==> config.mk <==
export PLATFORM = sky130hd
export DESIGN_NAME = vlrs_ctrl
export DESIGN_NICKNAME = d
export VERILOG_FILES = /design/src/design/vlrs_pkg.sv /design/src/design/vlrs_ctrl.sv
export SDC_FILE = /design/constraint.sdc
export NUM_CORES = 1
export LEC_CHECK = 0
export ABC_AREA = 1
export CORE_MARGIN = 4
export CORE_UTILIZATION = 50
export CTS_CLUSTER_SIZE = 16
export DETAILED_ROUTE_END_ITERATION = 6
export DONT_BUFFER_PORTS = 1
export HOLD_SLACK_MARGIN = 0.08
export SYNTH_ARGS = -nofsm -noshare
export SYNTH_HDL_FRONTEND = slang
export SYNTH_SLANG_ARGS = --single-unit
export TNS_END_PERCENT = 30
==> constraint.sdc <==
create_clock -name clk -period 10.1 [get_ports clk]
set_clock_uncertainty 0.2 [all_clocks]
set_input_delay 1.01 -clock clk [delete_from_list [all_inputs] [get_ports clk]]
set_output_delay 1.01 -clock clk [all_outputs]
set_load 0.03 [all_outputs]
==> src/design/vlrs_pkg.sv <==
// Shared types and codes of the variable-length record stack.
// No dependencies; used by the controller and the top level.
`default_nettype none

package vlrs_pkg;

	localparam int CMD_W  = 3;
	localparam int LEN_W  = 11;
	localparam int BYTE_W = 8;
	localparam int STAT_W = 2;

	localparam logic [CMD_W-1:0] CMD_PUSH  = 3'd0;
	localparam logic [CMD_W-1:0] CMD_PEEK  = 3'd1;
	localparam logic [CMD_W-1:0] CMD_POP   = 3'd2;
	localparam logic [CMD_W-1:0] CMD_CLEAR = 3'd3;
	localparam logic [CMD_W-1:0] CMD_ROOM  = 3'd4;

	localparam logic [STAT_W-1:0] STAT_OK    = 2'd0;
	localparam logic [STAT_W-1:0] STAT_FULL  = 2'd1;
	localparam logic [STAT_W-1:0] STAT_EMPTY = 2'd2;

	typedef struct packed {
		logic              load;
		logic [BYTE_W-1:0] data;
		logic              valid;
		logic [STAT_W-1:0] status;
		logic              empty;
		logic              eor;
	} res_t;

endpackage

`default_nettype wire

==> src/design/vlrs_ctrl.sv <==
// Stack controller: top pointer, push tracking, header read/write sequencing
// and the read stage behind the RAM. Depends on vlrs_pkg and drives vlrs_ram.
`default_nettype none

module vlrs_ctrl #(
	parameter int STACK_BYTES  = 1024,
	parameter int HEADER_BYTES = 4,
	parameter int MAX_READ     = 64,
	localparam int AW = (STACK_BYTES > 1) ? $clog2(STACK_BYTES) : 1
) (
	input  wire logic                          clk,
	input  wire logic                          arst_n,
	input  wire logic                          in_valid,
	output logic                               in_ready,
	input  wire logic [vlrs_pkg::CMD_W-1:0]    cmd,
	input  wire logic [vlrs_pkg::BYTE_W-1:0]   data_byte,
	input  wire logic [vlrs_pkg::LEN_W-1:0]    length,
	input  wire logic                          last,
	input  wire logic                          slot_free,
	output vlrs_pkg::res_t                     res,
	output logic                               ram_we,
	output logic [AW-1:0]                      ram_waddr,
	output logic [vlrs_pkg::BYTE_W-1:0]        ram_wdata,
	output logic                               ram_re,
	output logic [AW-1:0]                      ram_raddr,
	input  wire logic [vlrs_pkg::BYTE_W-1:0]   ram_rdata
);

	localparam int LENW = vlrs_pkg::LEN_W;
	localparam int PTRW = $clog2(STACK_BYTES + 1);
	localparam int WAW  = (PTRW > LENW) ? PTRW : LENW;
	localparam int CW   = WAW + 2;
	localparam int RAW  = PTRW + 7;
	localparam int SW   = 8 * HEADER_BYTES;
	localparam int NW   = $clog2(MAX_READ + 1);
	localparam int MW   = (SW > NW) ? SW : NW;
	localparam int NTW  = ((SW > RAW) ? SW : RAW) + 2;
	localparam int HIW  = (HEADER_BYTES > 1) ? $clog2(HEADER_BYTES) : 1;

	typedef enum logic [5:0] {
		ST_IDLE    = 6'b000001,
		ST_HDR_WR  = 6'b000010,
		ST_RD_HDR  = 6'b000100,
		ST_RD_CALC = 6'b001000,
		ST_RD_ZERO = 6'b010000,
		ST_RD_DATA = 6'b100000
	} state_t;

	state_t            state_q, state_d;
	logic [PTRW-1:0]   top_q, top_d;
	logic              push_active_q, push_active_d;
	logic              push_refused_q, push_refused_d;
	logic [WAW-1:0]    wa_q, wa_d;
	logic [LENW-1:0]   rec_len_q, rec_len_d;
	logic [HIW-1:0]    hdr_i_q, hdr_i_d;
	logic              remove_q, remove_d;
	logic [NW-1:0]     cap_q, cap_d;
	logic [SW-1:0]     stored_q, stored_nx;
	logic [NW-1:0]     n_q, n_d;
	logic [NW-1:0]     rd_i_q, rd_i_d;
	logic [RAW-1:0]    base_q, base_d;

	logic              rd_valid_s1, rd_valid_d;
	logic              rd_oob_s1;
	logic              rd_last_s1;
	logic [HIW-1:0]    rd_idx_s1;

	logic              accept;
	logic [CW-1:0]     len_ext, top_ext, hsum;
	logic              p_start, p_ref, p_wr, p_done;
	logic [LENW-1:0]   p_len;
	logic [WAW-1:0]    p_wa0, p_wa1;
	logic [PTRW-1:0]   p_hdr;
	logic              issue, data_move, rd_last_nx;
	logic [RAW-1:0]    rd_addr;
	logic [vlrs_pkg::BYTE_W-1:0] rd_byte;
	logic [31:0]       len_word;
	logic [NW-1:0]     calc_n;
	logic [NTW-1:0]    nt;

	assign in_ready = (state_q == ST_IDLE) && slot_free;
	assign accept   = in_valid && in_ready;
	assign len_ext  = CW'(length);
	assign top_ext  = CW'(top_q);
	assign hsum     = len_ext + CW'(HEADER_BYTES);
	assign rd_byte  = rd_oob_s1 ? '0 : ram_rdata;
	assign len_word = 32'(rec_len_q);

	// push bookkeeping for the current byte
	always_comb begin
		p_start = !push_active_q;
		p_len   = p_start ? length : rec_len_q;
		p_ref   = p_start ? (top_ext < hsum) : push_refused_q;
		if (p_start) begin
			p_wa0 = p_ref ? '0 : WAW'(top_ext - len_ext);
		end else begin
			p_wa0 = wa_q;
		end
		p_wr   = 1'b0;
		p_wa1  = p_wa0;
		p_done = last;
		if (p_ref) begin
			if (p_wa0 < WAW'(p_len)) begin
				p_wa1 = p_wa0 + WAW'(1);
			end
			p_done = last || (p_wa1 >= WAW'(p_len));
		end else begin
			p_wr = (p_wa0 < WAW'(top_q));
			if (p_wr) begin
				p_wa1 = p_wa0 + WAW'(1);
			end
			p_done = last || (p_wa1 >= WAW'(top_q));
		end
		p_hdr = PTRW'(top_ext - CW'(p_len) - CW'(HEADER_BYTES));
	end

	// merge the header byte sitting in the read stage
	always_comb begin
		stored_nx = stored_q;
		for (int b = 0; b < HEADER_BYTES; b++) begin
			if (rd_valid_s1 && (state_q == ST_RD_HDR || state_q == ST_RD_CALC) &&
			    rd_idx_s1 == HIW'(b)) begin
				stored_nx[8*b +: 8] = rd_byte;
			end
		end
		calc_n = (MW'(stored_nx) < MW'(cap_q)) ? NW'(stored_nx) : cap_q;
		nt     = NTW'(top_q) + NTW'(HEADER_BYTES) + NTW'(stored_nx);
	end

	assign data_move  = rd_valid_s1 && slot_free && (state_q == ST_RD_DATA);
	assign rd_last_nx = (rd_i_q == n_q - NW'(1));

	always_comb begin
		state_d        = state_q;
		top_d          = top_q;
		push_active_d  = push_active_q;
		push_refused_d = push_refused_q;
		wa_d           = wa_q;
		rec_len_d      = rec_len_q;
		hdr_i_d        = hdr_i_q;
		remove_d       = remove_q;
		cap_d          = cap_q;
		n_d            = n_q;
		rd_i_d         = rd_i_q;
		base_d         = base_q;
		issue          = 1'b0;
		rd_addr        = RAW'(top_q) + RAW'(hdr_i_q);
		ram_we         = 1'b0;
		ram_waddr      = p_wa0[AW-1:0];
		ram_wdata      = data_byte;
		res.load       = 1'b0;
		res.data       = '0;
		res.valid      = 1'b0;
		res.status     = vlrs_pkg::STAT_OK;
		res.eor        = 1'b1;

		unique case (state_q)
			ST_IDLE: begin
				if (accept) begin
					unique case (cmd)
						vlrs_pkg::CMD_PUSH: begin
							res.load       = 1'b1;
							res.status     = p_ref ? vlrs_pkg::STAT_FULL : vlrs_pkg::STAT_OK;
							ram_we         = !p_ref && p_wr;
							rec_len_d      = p_len;
							wa_d           = p_wa1;
							push_active_d  = !p_done;
							push_refused_d = p_ref && !p_done;
							if (p_done && !p_ref) begin
								top_d   = p_hdr;
								hdr_i_d = '0;
								state_d = ST_HDR_WR;
							end
						end
						vlrs_pkg::CMD_PEEK, vlrs_pkg::CMD_POP: begin
							push_active_d  = 1'b0;
							push_refused_d = 1'b0;
							if (top_q == PTRW'(STACK_BYTES)) begin
								res.load   = 1'b1;
								res.status = vlrs_pkg::STAT_EMPTY;
							end else begin
								remove_d = (cmd == vlrs_pkg::CMD_POP);
								cap_d    = (length > LENW'(MAX_READ)) ? NW'(MAX_READ)
								                                       : NW'(length);
								hdr_i_d  = '0;
								state_d  = ST_RD_HDR;
							end
						end
						vlrs_pkg::CMD_CLEAR: begin
							push_active_d  = 1'b0;
							push_refused_d = 1'b0;
							top_d          = PTRW'(STACK_BYTES);
							res.load       = 1'b1;
						end
						vlrs_pkg::CMD_ROOM: begin
							push_active_d  = 1'b0;
							push_refused_d = 1'b0;
							res.load       = 1'b1;
							res.status     = (top_ext > hsum) ? vlrs_pkg::STAT_OK
							                                  : vlrs_pkg::STAT_FULL;
						end
						default: begin
							res.load = 1'b1;
						end
					endcase
				end
			end
			ST_HDR_WR: begin
				ram_we    = 1'b1;
				ram_waddr = AW'(top_q + PTRW'(hdr_i_q));
				ram_wdata = len_word[{hdr_i_q, 3'b000} +: 8];
				hdr_i_d   = hdr_i_q + HIW'(1);
				if (hdr_i_q == HIW'(HEADER_BYTES - 1)) begin
					state_d = ST_IDLE;
				end
			end
			ST_RD_HDR: begin
				issue   = 1'b1;
				hdr_i_d = hdr_i_q + HIW'(1);
				if (hdr_i_q == HIW'(HEADER_BYTES - 1)) begin
					state_d = ST_RD_CALC;
				end
			end
			ST_RD_CALC: begin
				n_d    = calc_n;
				rd_i_d = '0;
				base_d = RAW'(top_q) + RAW'(HEADER_BYTES);
				if (remove_q) begin
					top_d = (nt > NTW'(STACK_BYTES)) ? PTRW'(STACK_BYTES) : PTRW'(nt);
				end
				state_d = (calc_n == '0) ? ST_RD_ZERO : ST_RD_DATA;
			end
			ST_RD_ZERO: begin
				if (slot_free) begin
					res.load = 1'b1;
					state_d  = ST_IDLE;
				end
			end
			ST_RD_DATA: begin
				rd_addr = base_q + RAW'(rd_i_q);
				issue   = (rd_i_q < n_q) && (!rd_valid_s1 || data_move);
				if (issue) begin
					rd_i_d = rd_i_q + NW'(1);
				end
				if (data_move) begin
					res.load  = 1'b1;
					res.data  = rd_byte;
					res.valid = 1'b1;
					res.eor   = rd_last_s1;
					if (rd_last_s1) begin
						state_d = ST_IDLE;
					end
				end
			end
			default: begin
				state_d = ST_IDLE;
			end
		endcase

		if (issue) begin
			rd_valid_d = 1'b1;
		end else if (state_q == ST_RD_DATA && !data_move) begin
			rd_valid_d = rd_valid_s1;
		end else begin
			rd_valid_d = 1'b0;
		end

		res.empty = (top_d == PTRW'(STACK_BYTES));
	end

	assign ram_re    = issue;
	assign ram_raddr = rd_addr[AW-1:0];

	always_ff @(posedge clk or negedge arst_n) begin
		if (!arst_n) begin
			state_q        <= ST_IDLE;
			top_q          <= PTRW'(STACK_BYTES);
			push_active_q  <= 1'b0;
			push_refused_q <= 1'b0;
			wa_q           <= '0;
			rec_len_q      <= '0;
			hdr_i_q        <= '0;
			rd_i_q         <= '0;
			rd_valid_s1    <= 1'b0;
		end else begin
			state_q        <= state_d;
			top_q          <= top_d;
			push_active_q  <= push_active_d;
			push_refused_q <= push_refused_d;
			wa_q           <= wa_d;
			rec_len_q      <= rec_len_d;
			hdr_i_q        <= hdr_i_d;
			rd_i_q         <= rd_i_d;
			rd_valid_s1    <= rd_valid_d;
		end
	end

	always_ff @(posedge clk) begin
		remove_q <= remove_d;
		cap_q    <= cap_d;
		n_q      <= n_d;
		base_q   <= base_d;
		if (accept) begin
			stored_q <= '0;
		end else begin
			stored_q <= stored_nx;
		end
		if (issue) begin
			rd_oob_s1  <= (rd_addr >= RAW'(STACK_BYTES));
			rd_idx_s1  <= hdr_i_q;
			rd_last_s1 <= (state_q == ST_RD_DATA) && rd_last_nx;
		end
	end

endmodule

`default_nettype wire

# ---- Word level (Yosys, flattened, before mapping)
# Cells that the tools add are included.
dict set report totals {
  reg_bits 120
  wordCells 177
}
dict set report op_classes {
  addsub 14
  n_lt_le_gt_ge 11
  n_eq_ne 28
  n_shift 1
  mux 67
  bitwise 1
  n_reduce_logical 38
}
# op n
set op_table {}
lappend op_table {{$mux W11} 12}
lappend op_table {{$mux W6} 9}
lappend op_table {{$mux W8} 6}
lappend op_table {{$pmux W11 S2} 2}
lappend op_table {{$add A11 B3 Y12 const B} 3}
lappend op_table {{$pmux W6 S6} 1}
lappend op_table {{$add A12 B32 Y33} 1}
lappend op_table {{$gt A33 B11 Y1 const B} 1}
lappend op_table {{$lt A32 B7 Y1} 1}
lappend op_table {{$shiftx A32 B6 Y8} 1}
lappend op_table {{$eq A11 B11 Y1 const B} 2}
lappend op_table {{$ge A11 B11 Y1} 2}
lappend op_table {{$lt A11 B11 Y1} 2}
lappend op_table {{$sub A11 B11 Y11} 2}
lappend op_table {{$mux W10} 2}
lappend op_table {{$add A18 B7 Y18} 1}
lappend op_table {{$ge A18 B11 Y1 const B} 1}
lappend op_table {{$mux W18} 1}
lappend op_table {{$logic_and A1 B1 Y1} 15}
lappend op_table {{$mux W1} 15}
lappend op_table {{$mux W7} 2}
lappend op_table {{$ne A2 B2 Y1 const B} 7}
lappend op_table {{$pmux W7 S2} 1}
lappend op_table {{$add A11 B2 Y12} 1}
lappend op_table {{other kinds (46)} 69}

# ---- Longest topological paths before layout
dict set report depth {
  word_depth 17
  ltp_mapped 43
}

# ---- Worst setup path after synthesis
# OpenSTA, ideal clock, no wires.
dict set report synth_path {
  kind {input to output}
  startpoint {input port length[2] in the netlist's numbering}
  endpoint {output port res[1] in the netlist's numbering}
  arrival_ns 6.440
  t_required_ns 8.890
  path_slack_ns 2.450
  cell_stages 39
  cell_sequence {ha_1 > nand3_1 > nor2_1 > inv_1 > nor3_1 > xor2_1 > ha_1 > nand3_1 > nor2_1 > nand2_1 > o2111ai_1 > nand2_1 > inv_2 > nand2_2 > o22ai_1 > ha_1 > a21oi_1 > o21ai_0 > (+3 left out) > inv_1 > nand3_1 > and2_1 > ha_1 > nand2_1 > nor2_1 > a211oi_1 > nand4_1 > o21ai_0 > inv_1 > buf_2 > o211ai_1 > nand2_1 > a22oi_1 > nand2_2 > nor2_1 > nand2_1 > nor2_1}
}
# element line_no
set synth_lines {}
lappend synth_lines {{from (decl)} vlrs_ctrl.sv:17} ;# input wire logic [vlrs_pkg::LEN_W-1:0] length,
lappend synth_lines {{to (decl)} vlrs_ctrl.sv:20} ;# output vlrs_pkg::res_t res,

==> metrics.md <==
| Metric | Value |
|---|---|
| Worst vdd ir | 0.1467 mV |
| Maxcap violations | 0 |
| Fin. max-slew vios | 0 |
| CP max-delay cell | a32oi_1 |
| Cell count after synthesis | 1759 |
| Syn_area_per_cell | 6.633 um^2 |
| Max Buffers Root-to-Sink | 2 |
| Sequential element share of the synthesized area | 24.43% |
| Ant. Diodes | 0 |
| TritonCTS Sinks | 114 |
| P per Cell Area | 238.7 nW/um^2 |
| Syn_nets | 1931 |
| GP Congestion | 0.9504 |
| Pin count of the biggest net entering global routing | 50 |
| Period utilisation layout | 87.12% |
| Final WS setup | 1.301 ns |
| CTS tree | yes |
| Outcome | completed |
| Die Wd | 160.8 um |
| H-tree depth | 4 |
| WL per Instance | 18.15 um |
| RSZ-0062 raised after global routing | false |
| DRC | 0 |
| Dpl ws | 1.365 ns |
| Clk slew on worst S/H paths | 0.06 ns |
| Initial Utilization | 51.22% |
| Final setup viols | 0 |
| Most frequent CP cell | nand2_1 |
| Die ar. | 25840 um^2 |
| CORE AREA | 22780 um^2 |
| Post-synth EDFFs | 31 |
| Main flop type after synthesis | dfrtp_1 |
| FILL cells | 2274 |
| Worst path max stage delay | 0.67 ns |
| Initial antenna violation count | 0 |
| Max FO, Critical Path | 21 |
| Synth top area cells | nand2_1 (16%), ha_1 (14%), dfrtp_1 (11%) |
| Vias in the first global route | 11040 |
| Final WL | 37710 um |
| Tmin final | 8.799 ns |
| Height of the die | 160.8 um |
| Measured slew at the worst slew-check pin | 1.085 ns |
| Post-synth cell types | 58 |
| Final Hold Viols | 0 |
| Fmax | 113.6 MHz |
| Global-route wire length before repair | 59820 um |
| Total CTS buffers | 17 |
| ANT nets after route | 0 |
| Lkg Pwr | 0.006470 uW |
| Area Growth Syn to Fin | 7.807% |
| WP data required | 8.89 ns |
| TritonRoute pass-1 iters | 5 |
| I/O Buffers | 0 |
| Row count | 55 |
| Clock Latency Late Sink | 0.43 ns |
| Gr usage total | 29.21% |
| HP Class | in -> async |
| I/O pin count | 80 |
| Post-CTS setup buffers | 0 |
| Synth Register Bits | 114 |
| Number of DRC markers in iteration 0 | 752 |
| Number of vias per cell | 5.508 |
| Total vias in the final route | 11450 |
| Synth top area share | 15.54% |
| Cell Area, Synth | 11670 um^2 |
| Gr ovfl total | 0 |
| Ys async rst share | 44.74% |
| Crit path kind | in -> out |
| CP startpoint kind | input pin |
| Synth warn | 0 |
| Crit path capture type | output port |
| Setup TNS | 0 ns |
| WP data arrival | 7.59 ns |
| Layout cell share with drive strength beyond 1 | 6.516% |
| Top cell type by total area after synthesis | nand2_1 |
| Post-DP HPWL | 30100 um |
| CTS Root Cell | clkbuf_16 |
| Slew margin rel. | 26.89% |
| Nets | 1924 |
## flip-flops by register name, summed over array words and instances, names as in the netlist
name / count
rd_last_s1: 1
hdr_i_q: 2
rd_i_q: 7
push_active_q: 1
rd_oob_s1: 1
rd_idx_s1: 2
rec_len_q: 11
state_q: 6
wa_q: 11
n_q: 7
base_q: 12
cap_q: 7
remove_q: 1
push_refused_q: 1
top_q: 11
rd_valid_s1: 1
stored_q: 32
## cell usage in the layout, fill, tap and decap left out, drive strengths merged, types with 2 or more instances in the layout
cell type    n
or2         10
a21oi       89
nand2      497
nor2       175
o2111ai      4
ha         132
buf         18
and2         2
o22ai        4
a21o         2
nand3b       7
dfstp        2
dfxtp       32
nand3       78
o21ai      138
o211ai      19
nor4         9
a31oi        4
inv        261
dfrtp       49
o21a         4
nand4       56
edfxtp      31
o31ai        9
fa           5
a2111oi      2
a211oi       3
clkinv      12
xnor2       15
o21bai       4
nor3        21
xor2        43
clkinvlp     2
clkbuf      18
## cells in the mapped netlist, types with 4 or more instances
library cell and n:
nand2_2 13, o2111ai_1 4, dfrtp_1 49, xnor2_1 15, a21oi_1 88, o21bai_1 4
clkinv_1 5, o211ai_1 19, o21ai_1 22, nand3b_1 7, nand4_1 52, clkbuf_1 27
nor2_1 163, edfxtp_1 31, nor3_1 18, nor2_4 5, o31ai_1 9, fa_1 5
inv_1 249, or2_2 10, nor2_2 7, inv_2 8, nand3_1 74, o21ai_0 113
buf_6 4, nand2_1 483, o21a_1 4, nor4_1 8, buf_2 10, a31oi_1 4
ha_1 132, dfxtp_1 32, xor2_1 43
## logic make-up (layout without fill, tap and decap cells)
kind of cell	after synthesis	count (layout)	synth area share, %
simple gates	857	857	32.09
buf+inv	306	312	10.24
fa+ha+maj	137	137	15.01
flops	114	114	24.43
compound gates	287	287	13.88
xor+xnor	58	58	4.354
## power by group
group          internal, uW  switching [uW]
combinational           555            1210
sequential              554            87.7
clock                   347             245
## path summary, 6_finish.rpt
check	start	endpoint	slack [ns]	depth (start not counted)
min in group clk	rec_len_q[1]	rec_len_q[1]	0.30	2
setup / recovery	length[2]	res[1]	1.30	42
hold / removal	arst_n	state_q[0]	0.23	0
max in group asynchronous	arst_n	hdr_i_q[1]	9.20	1
hold reg to reg	rec_len_q[1]	rec_len_q[1]	0.30	2
setup reg to reg	top_q[1]	cap_q[2]	2.15	34
## final cells by class
type,count,area (um^2),share of cell area (%)
flip-flops and latches,114,2850,22.66
clock inverters,14,128.9,1.025
inverters,262,983.4,7.819
multi-input cells,1339,7630,60.66
clock buffers,18,439.2,3.491
repair buffers,18,155.1,1.233
well taps,313,391.6,3.114
## routing by layer
layer	wire (um)	vias up	GRT usage (%)	part of all wire (%)
li1	-	5773	-	-
met1	16480	5271	36.82	44
met2	17370	314	48.73	46
met3	2114	87	5.774	5.6
met4	1746	0	12.68	4.6
met5	0	-	0	0
## worst max-delay path, delay by kind of cell
| family | cells | cell delay, ns |
|---|---|---|
| AO/OA/AOI/OAI | 8 | 1.62 |
| adder cells (fa/ha/maj) | 3 | 0.90 |
| AND/OR/NAND/NOR | 22 | 2.60 |
| XOR/XNOR | 1 | 0.16 |
| buffers and inverters | 8 | 1.29 |
## timing repair
item / 4_1_cts / 5_1_grt
hold buffers: 1 / 0
gates resized for setup: 0 / 0
setup endpoints to repair: 0 / 0
hold endpoints to repair: 49 / 0
## through the flow
| stage | utilization (%) | cell area, um^2 | cells | hold slack (ns) | total power, uW |
|---|---|---|---|---|---|
| after detailed placement | 52.61 | 11980 | 2045 | 0.2810 | 2398 |
| after global routing | 55.22 | 12580 | 2078 | 0.2100 | 3260 |
| after global placement | 52.61 | 11980 | 2045 | 0.2708 | 2385 |
| final | 55.22 | 12580 | 2078 | 0.2266 | 3002 |
| after floorplan | - | 11670 | 1759 | 0.2530 | 1941 |
| after CTS | 55.22 | 12580 | 2078 | 0.2147 | 2997 |
(Power assumes the default switching activity.)
